--- src/rtl/jsud_pkg.sv ---
// ----------------------------------------------------------------------------
// jsud_pkg
// Shared types and constants of the JSON string unescape decoder.
// ----------------------------------------------------------------------------
package jsud_pkg;

    // decoder phase
    typedef enum logic [3:0] {
        PH_IDLE      = 4'd0,
        PH_BODY      = 4'd1,
        PH_ESC       = 4'd2,
        PH_HEX_FIRST = 4'd3,
        PH_WANT_BS   = 4'd4,
        PH_WANT_U    = 4'd5,
        PH_HEX_LOW   = 4'd6
    } phase_t;

    // status codes
    localparam logic [3:0] ST_OK           = 4'd0;
    localparam logic [3:0] ST_UNTERMINATED = 4'd1;
    localparam logic [3:0] ST_CONTROL_CHAR = 4'd2;
    localparam logic [3:0] ST_OPEN_ESCAPE  = 4'd3;
    localparam logic [3:0] ST_BAD_ESCAPE   = 4'd4;
    localparam logic [3:0] ST_TRUNC_HEX    = 4'd5;
    localparam logic [3:0] ST_BAD_HEX      = 4'd6;
    localparam logic [3:0] ST_UNPAIRED_HI  = 4'd7;
    localparam logic [3:0] ST_BAD_LOW      = 4'd8;
    localparam logic [3:0] ST_UNPAIRED_LO  = 4'd9;

    // surrogate and utf-8 range limits
    localparam logic [15:0] SURR_HI_FIRST = 16'hD800;
    localparam logic [15:0] SURR_HI_LAST  = 16'hDBFF;
    localparam logic [15:0] SURR_LO_FIRST = 16'hDC00;
    localparam logic [15:0] SURR_LO_LAST  = 16'hDFFF;
    localparam logic [20:0] SUPP_BASE     = 21'h10000;
    localparam logic [20:0] UTF8_ONE_MAX  = 21'h80;
    localparam logic [20:0] UTF8_TWO_MAX  = 21'h800;
    localparam logic [20:0] UTF8_THREE_MAX = 21'h10000;
    localparam logic [7:0]  CTRL_LIMIT    = 8'h20;

    // most results caused by one input item
    localparam int MAX_RESULTS = 4;

    // one result item
    typedef struct packed {
        logic [7:0] out_byte;
        logic       byte_valid;
        logic       string_done;
        logic [3:0] status;
    } result_t;

    // batch of results handed from the decoder to the output buffer
    typedef struct packed {
        logic                          load;
        logic [2:0]                    count;
        result_t [MAX_RESULTS-1:0]     res;
    } batch_t;

endpackage

--- src/rtl/jsud_in_stage.sv ---
// ----------------------------------------------------------------------------
// jsud_in_stage
// Input register: holds one text item until the decoder takes it.
// ----------------------------------------------------------------------------
module jsud_in_stage
    import jsud_pkg::*;
(
    input  logic       clk,
    input  logic       rst_n,
    input  logic       in_valid,
    output logic       in_ready,
    input  logic [7:0] data_byte,
    input  logic       text_end,
    output logic       item_valid,
    output logic [7:0] item_byte,
    output logic       item_end,
    input  logic       item_take
);

    logic       valid_reg;
    logic       valid_next;
    logic [7:0] byte_reg;
    logic       end_reg;

    // free when empty or being emptied this cycle
    assign in_ready = !valid_reg || item_take;

    always_comb
    begin
        valid_next = valid_reg;
        if (in_valid && in_ready)
        begin
            valid_next = 1'b1;
        end
        else if (item_take)
        begin
            valid_next = 1'b0;
        end
    end

    // control
    always_ff @(posedge clk or negedge rst_n)
    begin
        if (!rst_n)
        begin
            valid_reg <= 1'b0;
        end
        else
        begin
            valid_reg <= valid_next;
        end
    end

    // payload captured on each input transfer
    always_ff @(posedge clk)
    begin
        if (in_valid && in_ready)
        begin
            byte_reg <= data_byte;
            end_reg  <= text_end;
        end
    end

    assign item_valid = valid_reg;
    assign item_byte  = byte_reg;
    assign item_end   = end_reg;

endmodule

--- src/rtl/jsud_decode.sv ---
// ----------------------------------------------------------------------------
// jsud_decode
// Decoder state and single-pass step logic: escapes, hex groups, surrogate
// pairing and utf-8 encoding of one item into a batch of results.
// ----------------------------------------------------------------------------
module jsud_decode
    import jsud_pkg::*;
(
    input  logic       clk,
    input  logic       rst_n,
    input  logic       item_valid,
    input  logic [7:0] item_byte,
    input  logic       item_end,
    output logic       item_take,
    input  logic       load_ok,
    output batch_t     batch
);

    localparam logic [7:0] CH_QUOTE = 8'h22;
    localparam logic [7:0] CH_BSLASH = 8'h5C;
    localparam logic [7:0] CH_SLASH = 8'h2F;
    localparam logic [7:0] CH_B     = 8'h62;
    localparam logic [7:0] CH_F     = 8'h66;
    localparam logic [7:0] CH_N     = 8'h6E;
    localparam logic [7:0] CH_R     = 8'h72;
    localparam logic [7:0] CH_T     = 8'h74;
    localparam logic [7:0] CH_U     = 8'h75;

    phase_t      phase_reg, phase_next;
    logic [15:0] hex_value_reg, hex_value_next;
    logic [2:0]  hex_digits_reg, hex_digits_next;
    logic        bad_digit_reg, bad_digit_next;
    logic [9:0]  high_surr_reg, high_surr_next;

    logic        fin;
    logic [3:0]  fin_status;
    logic        emit;
    logic [20:0] cp;
    logic        pass;
    logic [7:0]  pass_byte;

    logic [3:0]  nib;
    logic        nib_ok;
    logic [15:0] v;
    logic [2:0]  digits;
    logic        bad;

    logic [2:0]  nres;
    result_t [MAX_RESULTS-1:0] res;

    // hex digit value
    always_comb
    begin
        nib_ok = 1'b1;
        nib    = 4'd0;
        if (item_byte >= 8'h30 && item_byte <= 8'h39)
        begin
            nib = item_byte[3:0];
        end
        else if ((item_byte >= 8'h61 && item_byte <= 8'h66) ||
                 (item_byte >= 8'h41 && item_byte <= 8'h46))
        begin
            nib = item_byte[3:0] + 4'd9;
        end
        else
        begin
            nib_ok = 1'b0;
        end
    end

    assign v      = {hex_value_reg[11:0], nib};
    assign digits = hex_digits_reg + 3'd1;
    assign bad    = bad_digit_reg || !nib_ok;

    // step logic
    always_comb
    begin
        phase_next      = phase_reg;
        hex_value_next  = hex_value_reg;
        hex_digits_next = hex_digits_reg;
        bad_digit_next  = bad_digit_reg;
        high_surr_next  = high_surr_reg;
        fin        = 1'b0;
        fin_status = ST_OK;
        emit       = 1'b0;
        cp         = 21'd0;
        pass       = 1'b0;
        pass_byte  = 8'd0;

        case (phase_reg)
            PH_BODY:
            begin
                if (item_end)
                begin
                    fin = 1'b1;
                    fin_status = ST_UNTERMINATED;
                end
                else if (item_byte == CH_QUOTE)
                begin
                    fin = 1'b1;
                    fin_status = ST_OK;
                end
                else if (item_byte < CTRL_LIMIT)
                begin
                    fin = 1'b1;
                    fin_status = ST_CONTROL_CHAR;
                end
                else if (item_byte == CH_BSLASH)
                begin
                    phase_next = PH_ESC;
                end
                else
                begin
                    pass = 1'b1;
                    pass_byte = item_byte;
                end
            end
            PH_ESC:
            begin
                if (item_end)
                begin
                    fin = 1'b1;
                    fin_status = ST_OPEN_ESCAPE;
                end
                else
                begin
                    phase_next = PH_BODY;
                    case (item_byte)
                        CH_QUOTE, CH_BSLASH, CH_SLASH:
                        begin
                            pass = 1'b1;
                            pass_byte = item_byte;
                        end
                        CH_B:
                        begin
                            pass = 1'b1;
                            pass_byte = 8'h08;
                        end
                        CH_F:
                        begin
                            pass = 1'b1;
                            pass_byte = 8'h0C;
                        end
                        CH_N:
                        begin
                            pass = 1'b1;
                            pass_byte = 8'h0A;
                        end
                        CH_R:
                        begin
                            pass = 1'b1;
                            pass_byte = 8'h0D;
                        end
                        CH_T:
                        begin
                            pass = 1'b1;
                            pass_byte = 8'h09;
                        end
                        CH_U:
                        begin
                            phase_next      = PH_HEX_FIRST;
                            hex_value_next  = 16'd0;
                            hex_digits_next = 3'd0;
                            bad_digit_next  = 1'b0;
                        end
                        default:
                        begin
                            fin = 1'b1;
                            fin_status = ST_BAD_ESCAPE;
                        end
                    endcase
                end
            end
            PH_HEX_FIRST, PH_HEX_LOW:
            begin
                if (item_end)
                begin
                    fin = 1'b1;
                    fin_status = ST_TRUNC_HEX;
                end
                else if (digits < 3'd4)
                begin
                    hex_value_next  = v;
                    hex_digits_next = digits;
                    bad_digit_next  = bad;
                end
                else if (bad)
                begin
                    fin = 1'b1;
                    fin_status = ST_BAD_HEX;
                end
                else
                begin
                    hex_value_next  = 16'd0;
                    hex_digits_next = 3'd0;
                    bad_digit_next  = 1'b0;
                    if (phase_reg == PH_HEX_FIRST)
                    begin
                        if (v >= SURR_HI_FIRST && v <= SURR_HI_LAST)
                        begin
                            high_surr_next = v[9:0];
                            phase_next = PH_WANT_BS;
                        end
                        else if (v >= SURR_LO_FIRST && v <= SURR_LO_LAST)
                        begin
                            fin = 1'b1;
                            fin_status = ST_UNPAIRED_LO;
                        end
                        else
                        begin
                            phase_next = PH_BODY;
                            emit = 1'b1;
                            cp = {5'd0, v};
                        end
                    end
                    else if (v < SURR_LO_FIRST || v > SURR_LO_LAST)
                    begin
                        fin = 1'b1;
                        fin_status = ST_BAD_LOW;
                    end
                    else
                    begin
                        high_surr_next = 10'd0;
                        phase_next = PH_BODY;
                        emit = 1'b1;
                        cp = SUPP_BASE + {1'b0, high_surr_reg, v[9:0]};
                    end
                end
            end
            PH_WANT_BS:
            begin
                if (item_end || item_byte != CH_BSLASH)
                begin
                    fin = 1'b1;
                    fin_status = ST_UNPAIRED_HI;
                end
                else
                begin
                    phase_next = PH_WANT_U;
                end
            end
            PH_WANT_U:
            begin
                if (item_end || item_byte != CH_U)
                begin
                    fin = 1'b1;
                    fin_status = ST_UNPAIRED_HI;
                end
                else
                begin
                    phase_next      = PH_HEX_LOW;
                    hex_value_next  = 16'd0;
                    hex_digits_next = 3'd0;
                    bad_digit_next  = 1'b0;
                end
            end
            default:
            begin
                // idle: first byte is the opening quote, end of text ignored
                if (item_end)
                begin
                    phase_next = PH_IDLE;
                end
                else
                begin
                    phase_next      = PH_BODY;
                    hex_value_next  = 16'd0;
                    hex_digits_next = 3'd0;
                    bad_digit_next  = 1'b0;
                    high_surr_next  = 10'd0;
                end
            end
        endcase

        // string end or error returns to idle
        if (fin)
        begin
            phase_next      = PH_IDLE;
            hex_value_next  = 16'd0;
            hex_digits_next = 3'd0;
            bad_digit_next  = 1'b0;
            high_surr_next  = 10'd0;
        end
    end

    // result batch
    always_comb
    begin
        nres = 3'd0;
        res  = '0;
        if (fin)
        begin
            nres = 3'd1;
            res[0].string_done = 1'b1;
            res[0].status = fin_status;
        end
        else if (pass)
        begin
            nres = 3'd1;
            res[0].out_byte = pass_byte;
            res[0].byte_valid = 1'b1;
        end
        else if (emit)
        begin
            res[0].byte_valid = 1'b1;
            res[1].byte_valid = 1'b1;
            res[2].byte_valid = 1'b1;
            res[3].byte_valid = 1'b1;
            if (cp < UTF8_ONE_MAX)
            begin
                nres = 3'd1;
                res[0].out_byte = {1'b0, cp[6:0]};
            end
            else if (cp < UTF8_TWO_MAX)
            begin
                nres = 3'd2;
                res[0].out_byte = {3'b110, cp[10:6]};
                res[1].out_byte = {2'b10, cp[5:0]};
            end
            else if (cp < UTF8_THREE_MAX)
            begin
                nres = 3'd3;
                res[0].out_byte = {4'b1110, cp[15:12]};
                res[1].out_byte = {2'b10, cp[11:6]};
                res[2].out_byte = {2'b10, cp[5:0]};
            end
            else
            begin
                nres = 3'd4;
                res[0].out_byte = {5'b11110, cp[20:18]};
                res[1].out_byte = {2'b10, cp[17:12]};
                res[2].out_byte = {2'b10, cp[11:6]};
                res[3].out_byte = {2'b10, cp[5:0]};
            end
        end
    end

    // an item with no results never waits on the output buffer
    assign item_take   = item_valid && ((nres == 3'd0) || load_ok);
    assign batch.load  = item_take && (nres != 3'd0);
    assign batch.count = nres;
    assign batch.res   = res;

    // decoder state
    always_ff @(posedge clk or negedge rst_n)
    begin
        if (!rst_n)
        begin
            phase_reg      <= PH_IDLE;
            hex_value_reg  <= 16'd0;
            hex_digits_reg <= 3'd0;
            bad_digit_reg  <= 1'b0;
            high_surr_reg  <= 10'd0;
        end
        else if (item_take)
        begin
            phase_reg      <= phase_next;
            hex_value_reg  <= hex_value_next;
            hex_digits_reg <= hex_digits_next;
            bad_digit_reg  <= bad_digit_next;
            high_surr_reg  <= high_surr_next;
        end
    end

endmodule

--- src/rtl/jsud_out_buffer.sv ---
// ----------------------------------------------------------------------------
// jsud_out_buffer
// Result register: holds one batch of up to four results and hands them out
// one transfer at a time.
// ----------------------------------------------------------------------------
module jsud_out_buffer
    import jsud_pkg::*;
(
    input  logic       clk,
    input  logic       rst_n,
    input  batch_t     batch,
    output logic       load_ok,
    output logic       out_valid,
    input  logic       out_ready,
    output logic [7:0] out_byte,
    output logic       byte_valid,
    output logic       string_done,
    output logic [3:0] status
);

    result_t [MAX_RESULTS-1:0] res_reg;
    logic [2:0] cnt_reg, cnt_next;
    logic [1:0] idx_reg, idx_next;
    logic       out_xfer;
    result_t    cur;

    assign out_valid = (cnt_reg != 3'd0);
    assign out_xfer  = out_valid && out_ready;
    // a new batch may enter as the last result leaves
    assign load_ok   = (cnt_reg == 3'd0) || ((cnt_reg == 3'd1) && out_ready);

    // count and read pointer
    always_comb
    begin
        cnt_next = cnt_reg;
        idx_next = idx_reg;
        if (batch.load)
        begin
            cnt_next = batch.count;
            idx_next = 2'd0;
        end
        else if (out_xfer)
        begin
            cnt_next = cnt_reg - 3'd1;
            idx_next = idx_reg + 2'd1;
        end
    end

    always_ff @(posedge clk or negedge rst_n)
    begin
        if (!rst_n)
        begin
            cnt_reg <= 3'd0;
            idx_reg <= 2'd0;
        end
        else
        begin
            cnt_reg <= cnt_next;
            idx_reg <= idx_next;
        end
    end

    // batch payload
    always_ff @(posedge clk)
    begin
        if (batch.load)
        begin
            res_reg <= batch.res;
        end
    end

    assign cur         = res_reg[idx_reg];
    assign out_byte    = cur.out_byte;
    assign byte_valid  = cur.byte_valid;
    assign string_done = cur.string_done;
    assign status      = cur.status;

endmodule

--- src/rtl/json_string_unescape_decoder_unit.sv ---
// ----------------------------------------------------------------------------
// json_string_unescape_decoder_unit
// Streaming JSON string literal decoder with utf-8 output.
// ----------------------------------------------------------------------------
// The unit takes one text byte (or an end-of-text mark) per cycle while the
// result register can take the item's results, and decodes JSON string
// literals into utf-8 bytes. While idle, the first byte counts as the opening
// quote. Plain bytes and simple escapes give one result; a \u escape gives one
// to four results once its last hex digit arrives; the closing quote, end of
// text or an error gives one final result with string_done set and a status
// code. Items that give no result (a backslash, hex digits before the last one)
// never wait on the result register. An item that gives n results occupies the
// output for n transfers, as the four-entry result register drains one result
// per transfer. Results pass the input register and then the result register.
// ----------------------------------------------------------------------------
module json_string_unescape_decoder_unit
    import jsud_pkg::*;
(
    input  logic       clk,
    input  logic       rst_n,
    input  logic       in_valid,
    output logic       in_ready,
    input  logic [7:0] data_byte,
    input  logic       text_end,
    output logic       out_valid,
    input  logic       out_ready,
    output logic [7:0] out_byte,
    output logic       byte_valid,
    output logic       string_done,
    output logic [3:0] status
);

    logic       item_valid;
    logic [7:0] item_byte;
    logic       item_end;
    logic       item_take;
    logic       load_ok;
    batch_t     batch;

    // input register
    jsud_in_stage u_in_stage
    (
        .clk        (clk),
        .rst_n      (rst_n),
        .in_valid   (in_valid),
        .in_ready   (in_ready),
        .data_byte  (data_byte),
        .text_end   (text_end),
        .item_valid (item_valid),
        .item_byte  (item_byte),
        .item_end   (item_end),
        .item_take  (item_take)
    );

    // decode step and state
    jsud_decode u_decode
    (
        .clk        (clk),
        .rst_n      (rst_n),
        .item_valid (item_valid),
        .item_byte  (item_byte),
        .item_end   (item_end),
        .item_take  (item_take),
        .load_ok    (load_ok),
        .batch      (batch)
    );

    // result register
    jsud_out_buffer u_out_buffer
    (
        .clk         (clk),
        .rst_n       (rst_n),
        .batch       (batch),
        .load_ok     (load_ok),
        .out_valid   (out_valid),
        .out_ready   (out_ready),
        .out_byte    (out_byte),
        .byte_valid  (byte_valid),
        .string_done (string_done),
        .status      (status)
    );

endmodule

--- config.mk ---
export PLATFORM = sky130hd
export DESIGN_NAME = json_string_unescape_decoder_unit
export DESIGN_NICKNAME = d
export VERILOG_FILES = /design/src/rtl/jsud_pkg.sv /design/src/rtl/jsud_in_stage.sv /design/src/rtl/jsud_decode.sv /design/src/rtl/jsud_out_buffer.sv /design/src/rtl/json_string_unescape_decoder_unit.sv
export SDC_FILE = /design/constraint.sdc
export NUM_CORES = 1
export LEC_CHECK = 0
export BUFFER_PORTS_ARGS = -buffer_cell sky130_fd_sc_hd__buf_2
export CORE_UTILIZATION = 63
export CTS_BUF_LIST = sky130_fd_sc_hd__clkbuf_4 sky130_fd_sc_hd__clkbuf_8
export CTS_CLUSTER_SIZE = 25
export DETAILED_ROUTE_END_ITERATION = 7
export PLACE_DENSITY_LB_ADDON = 0.3
export SLEW_MARGIN = 20
export SYNTH_ARGS = -nofsm -noshare
export SYNTH_HDL_FRONTEND = slang
export SYNTH_SLANG_ARGS = --single-unit
--- constraint.sdc ---
create_clock -name clk -period 6.7 [get_ports clk]
set_clock_uncertainty 0.2 [all_clocks]
set_input_delay 0.335 -clock clk [delete_from_list [all_inputs] [get_ports clk]]
set_output_delay 0.335 -clock clk [all_outputs]
set_load 0.02 [all_outputs]
==> metrics.md <==
| Metric | Value |
|---|---|
| Nets | `525` |
| Normalized max-slew margin | `31.8%` |
| ANT nets after route | `0` |
| Core ar. | `0.00725 mm^2` |
| Min Hold Slack | `0.209 ns` |
| Post-detail-place hpwl | `8640 um` |
| Clock Tree Buf Depth | `2` |
| Die Wd | `88.6 um` |
| Slew of the pin with the lowest slew margin | `1.02 ns` |
| # clock sinks | `79` |
| First drt pass iteration count | `5` |
| Crit Reg-Reg Startpoint | `u_in_stage.item_byte[1]$_DFFE_PP_` |
| I/O Buffers | `28` |
| # diodes | `0` |
| Max frequency | `0.214 GHz` |
| Logic pwr share | `40.1%` |
| Max-cap viol count | `0` |
| Post-synth EDFFs | `45` |
| Vias/cell | `6.69` |
| Initial DRC count | `484` |
| Detailed-route via count | `4060` |
| CTS tree | `done` |
| Slew Viols, Final | `0` |
| Critical setup path kind | `flip-flop to flip-flop` |
| WP data arrival | `4.72 ns` |
| Fin util | `71.9%` |
| Worst Hold Path EP | `u_out_buffer.idx_reg[1]$_DFFE_PN0P_` |
| Num ports | `29` |
| Share of cells above drive strength 1 | `16.3%` |
| P_sw | `779 uW` |
| DRC Markers | `0` |
| Synth Flop Type | `edfxtp_1` |
| H-Tree Depth | `3` |
| Sw Share | `40.8%` |
| Mapped Avg Cell Area | `9.89 um^2` |
| Post-Syn Area | `0.00472 mm^2` |
| Clk pwr share | `20.6%` |
| Hold depth | `4` |
| CTS Buf Count | `9` |
| Sequential power share | `39.3%` |
| # setup viols final | `0` |
| Seq/Total Area, Yosys | `46.7%` |
| Pin count of the biggest net entering global routing | `41` |
| Initial Util | `65.1%` |
| IR drop worst, VDD | `298 uV` |
| PD cells | `366 mW/mm^2` |
| Asr flop ratio synth | `43.0%` |
| Vias in the first global route | `3573` |
| Setup_tns | `0 ns` |
| Chip height | `88.6 um` |
| CP startpoint kind | `flip-flop` |
| Total wire length | `12200 um` |
| Synthesis-to-finish area growth | `10.5%` |
| Largest register FFs | `36` |
| Tcrit/Tclk final | `69.8%` |
| RePlAce Congestion | `0.945` |
| Status | `complete, no violations` |
| #FFs+latches synth | `79` |
| CP endpoint kind | `flip-flop` |
| Worst path required time | `6.75 ns` |
| Clk_lat worst skew | `0.36 ns` |
| Clock root cell | `clkbuf_8` |
| Initial antenna violation count | `0` |
| Post-layout min period | `4.68 ns` |
| Routed len/inst | `20.2 um` |
| Mapped Cells | `477` |
| Placed Area | `0.00488 mm^2` |
| CTS resizes | `0` |
| Core Rows | `31` |
| Worst r2r dst | `u_decode.high_surr_reg[3]$_DFFE_PN0P_` |
| CP Max Fanout | `22` |
| Final Hold Viols | `0` |
| Internal Power | `1.13 mW` |
| Leakage | `2.11 nW` |
| Grt ovf | `0` |
| Clock transition at the registers of the reported paths | `0.08 ns` |
| Worst min-delay path category | `input port to flip-flop` |
| R2R Setup Slk | `2.02 ns` |
| RSZ-0062 raised after global routing | `no` |
| Reg2Reg Depth | `10` |
| Yosys Warn Count | `0` |
| Syn Nets | `499` |
| First-pass GRT wire length | `18600 um` |
| Worst hold start | `out_ready` |
| Fin area | `0.00522 mm^2` |
| Number of library cell types mapped by synthesis | `63` |
| Tot GR Track Use | `32.5%` |
| Die area | `0.00784 mm^2` |
-- worst max-delay path: stages, from the launching register on --
cell and delay [ns]:
edfxtp_1 0.49, inv_1 0.14, ha_1 0.21, o21bai_1 0.12, a211oi_1 0.81, o2111ai_1 0.42, or2_2 0.50, nand2_1 0.10
o31a_1 0.61, o21bai_1 0.53, mux2_2 0.42
-- final cells by class --
class | instances | area [um^2]
Clock buffer | 9 | 124
Clock inverter | 7 | 95.1
Fill cell | 543 | 2040
Inverter | 15 | 56.3
Multi-Input combinational cell | 359 | 2360
Sequential cell | 79 | 2200
Tap cell | 99 | 124
Timing Repair Buffer | 39 | 250
-- cells by family (layout without fill, tap and decap cells) --
family	after synthesis	count (layout)	synth area share (%)
flip-flops	79	79	46.7
AND/OR/NAND/NOR	194	194	21.0
adder cells (fa/ha/maj)	9	9	2.39
AO/OA/AOI/OAI	119	119	16.5
buffers and inverters	39	70	3.50
XOR/XNOR	6	6	1.11
multiplexers	31	31	8.80
-- worst max-delay path by stage --
stage / startpoint / cells past startpoint / slack [ns] / endpoint
final: u_in_stage.item_byte[1]$_DFFE_PP_ / 10 / 2.02 / u_decode.high_surr_reg[3]$_DFFE_PN0P_
after global placement: u_in_stage.item_byte[3]$_DFFE_PP_ / 8 / 2.31 / u_decode.high_surr_reg[0]$_DFFE_PN0P_
after floorplan: u_in_stage.item_byte[4]$_DFFE_PP_ / 8 / 1.95 / u_out_buffer.res_reg[0]$_SDFFCE_PN0P_
after CTS: u_in_stage.item_byte[1]$_DFFE_PP_ / 10 / 2.12 / u_decode.high_surr_reg[3]$_DFFE_PN0P_
after global routing: u_in_stage.item_byte[1]$_DFFE_PP_ / 10 / 1.73 / u_decode.high_surr_reg[3]$_DFFE_PN0P_
after detailed placement: u_in_stage.item_byte[3]$_DFFE_PP_ / 8 / 2.12 / u_decode.high_surr_reg[3]$_DFFE_PN0P_
-- cell usage after synthesis (3+ instances only) --
cell type | instances | area share [%]
nand4_1 | 7 | 0.93
o41ai_1 | 3 | 0.56
nand2b_1 | 8 | 1.1
xnor2_1 | 3 | 0.56
ha_1 | 9 | 2.4
inv_1 | 14 | 1.1
mux2i_1 | 10 | 2.1
a21oi_1 | 17 | 1.8
or3_1 | 5 | 0.66
nor2b_1 | 4 | 0.53
o21ai_0 | 42 | 4.5
nand2_1 | 50 | 4.0
xor2_1 | 3 | 0.56
mux4_2 | 7 | 3.3
a211oi_1 | 5 | 0.80
nor3_1 | 15 | 1.6
nor4_1 | 6 | 0.80
a221oi_1 | 4 | 0.74
o211ai_1 | 4 | 0.64
o21bai_1 | 3 | 0.48
edfxtp_1 | 45 | 29
o21a_1 | 7 | 1.1
nand3_1 | 11 | 1.2
nor3b_1 | 3 | 0.48
nand4b_1 | 3 | 0.56
o22ai_1 | 5 | 0.66
dfrtp_1 | 34 | 18
clkbuf_1 | 15 | 1.2
a21o_1 | 3 | 0.48
mux2_2 | 14 | 3.3
nor2_1 | 48 | 3.8
and3_1 | 5 | 0.66
or2_2 | 4 | 0.53
o31ai_1 | 8 | 1.3
and2_1 | 10 | 1.3
buf_2 | 6 | 0.64
or3b_2 | 4 | 0.74
nand3b_1 | 3 | 0.48
-- power by group through the flow --
stage               combinational (mW)  clock [mW]  sequential, mW
floorplan                        0.633           0           0.687
global placement                 0.726           0           0.756
detailed placement               0.744           0           0.760
CTS                              0.754       0.391           0.750
global route                     0.831       0.407           0.766
finish                           0.765       0.394           0.750
-- placed cells by master, fill, tap and decap left out, drive strengths merged, types with 5 or more instances in the layout --
master,instances
a211oi,5
a21oi,17
and2,10
and3,5
buf,28
clkbuf,9
dfrtp,34
dlygate4sd3,11
edfxtp,45
ha,9
inv,16
mux2,14
mux2i,10
mux4,7
nand2,50
nand2b,8
nand3,11
nand4,7
nor2,48
nor3,15
nor4,6
o21a,7
o21ai,43
o22ai,5
o31ai,10
or2,5
or3,5
-- per-stage QoR --
step / std cells / setup WS, ns / total power, mW
floorplan: 477 / 1.95 / 1.32
global placement: 580 / 2.31 / 1.48
detailed placement: 580 / 2.12 / 1.50
CTS: 607 / 2.12 / 1.89
global route: 607 / 1.73 / 2.00
finish: 607 / 2.02 / 1.91
-- routing by layer --
| layer | track usage [%] | part of all wire (%) | vias to the layer above | wire (um) |
|---|---|---|---|---|
| met3 | 4.29 | 8.8 | 30 | 1070 |
| met2 | 51.8 | 47 | 271 | 5790 |
| li1 | - | - | 1833 | - |
| met4 | 16.1 | 2.9 | 0 | 358 |
| met1 | 44.1 | 41 | 1926 | 5010 |
| met5 | 0 | 0 | - | 0 |
-- what timing repair did --
action	in CTS	in global routing
setup endpoints to repair	0	0
setup buffers	0	0
hold buffers	11	0
hold endpoints to repair	44	0
Note: power is estimated with default switching activity, not from simulation.
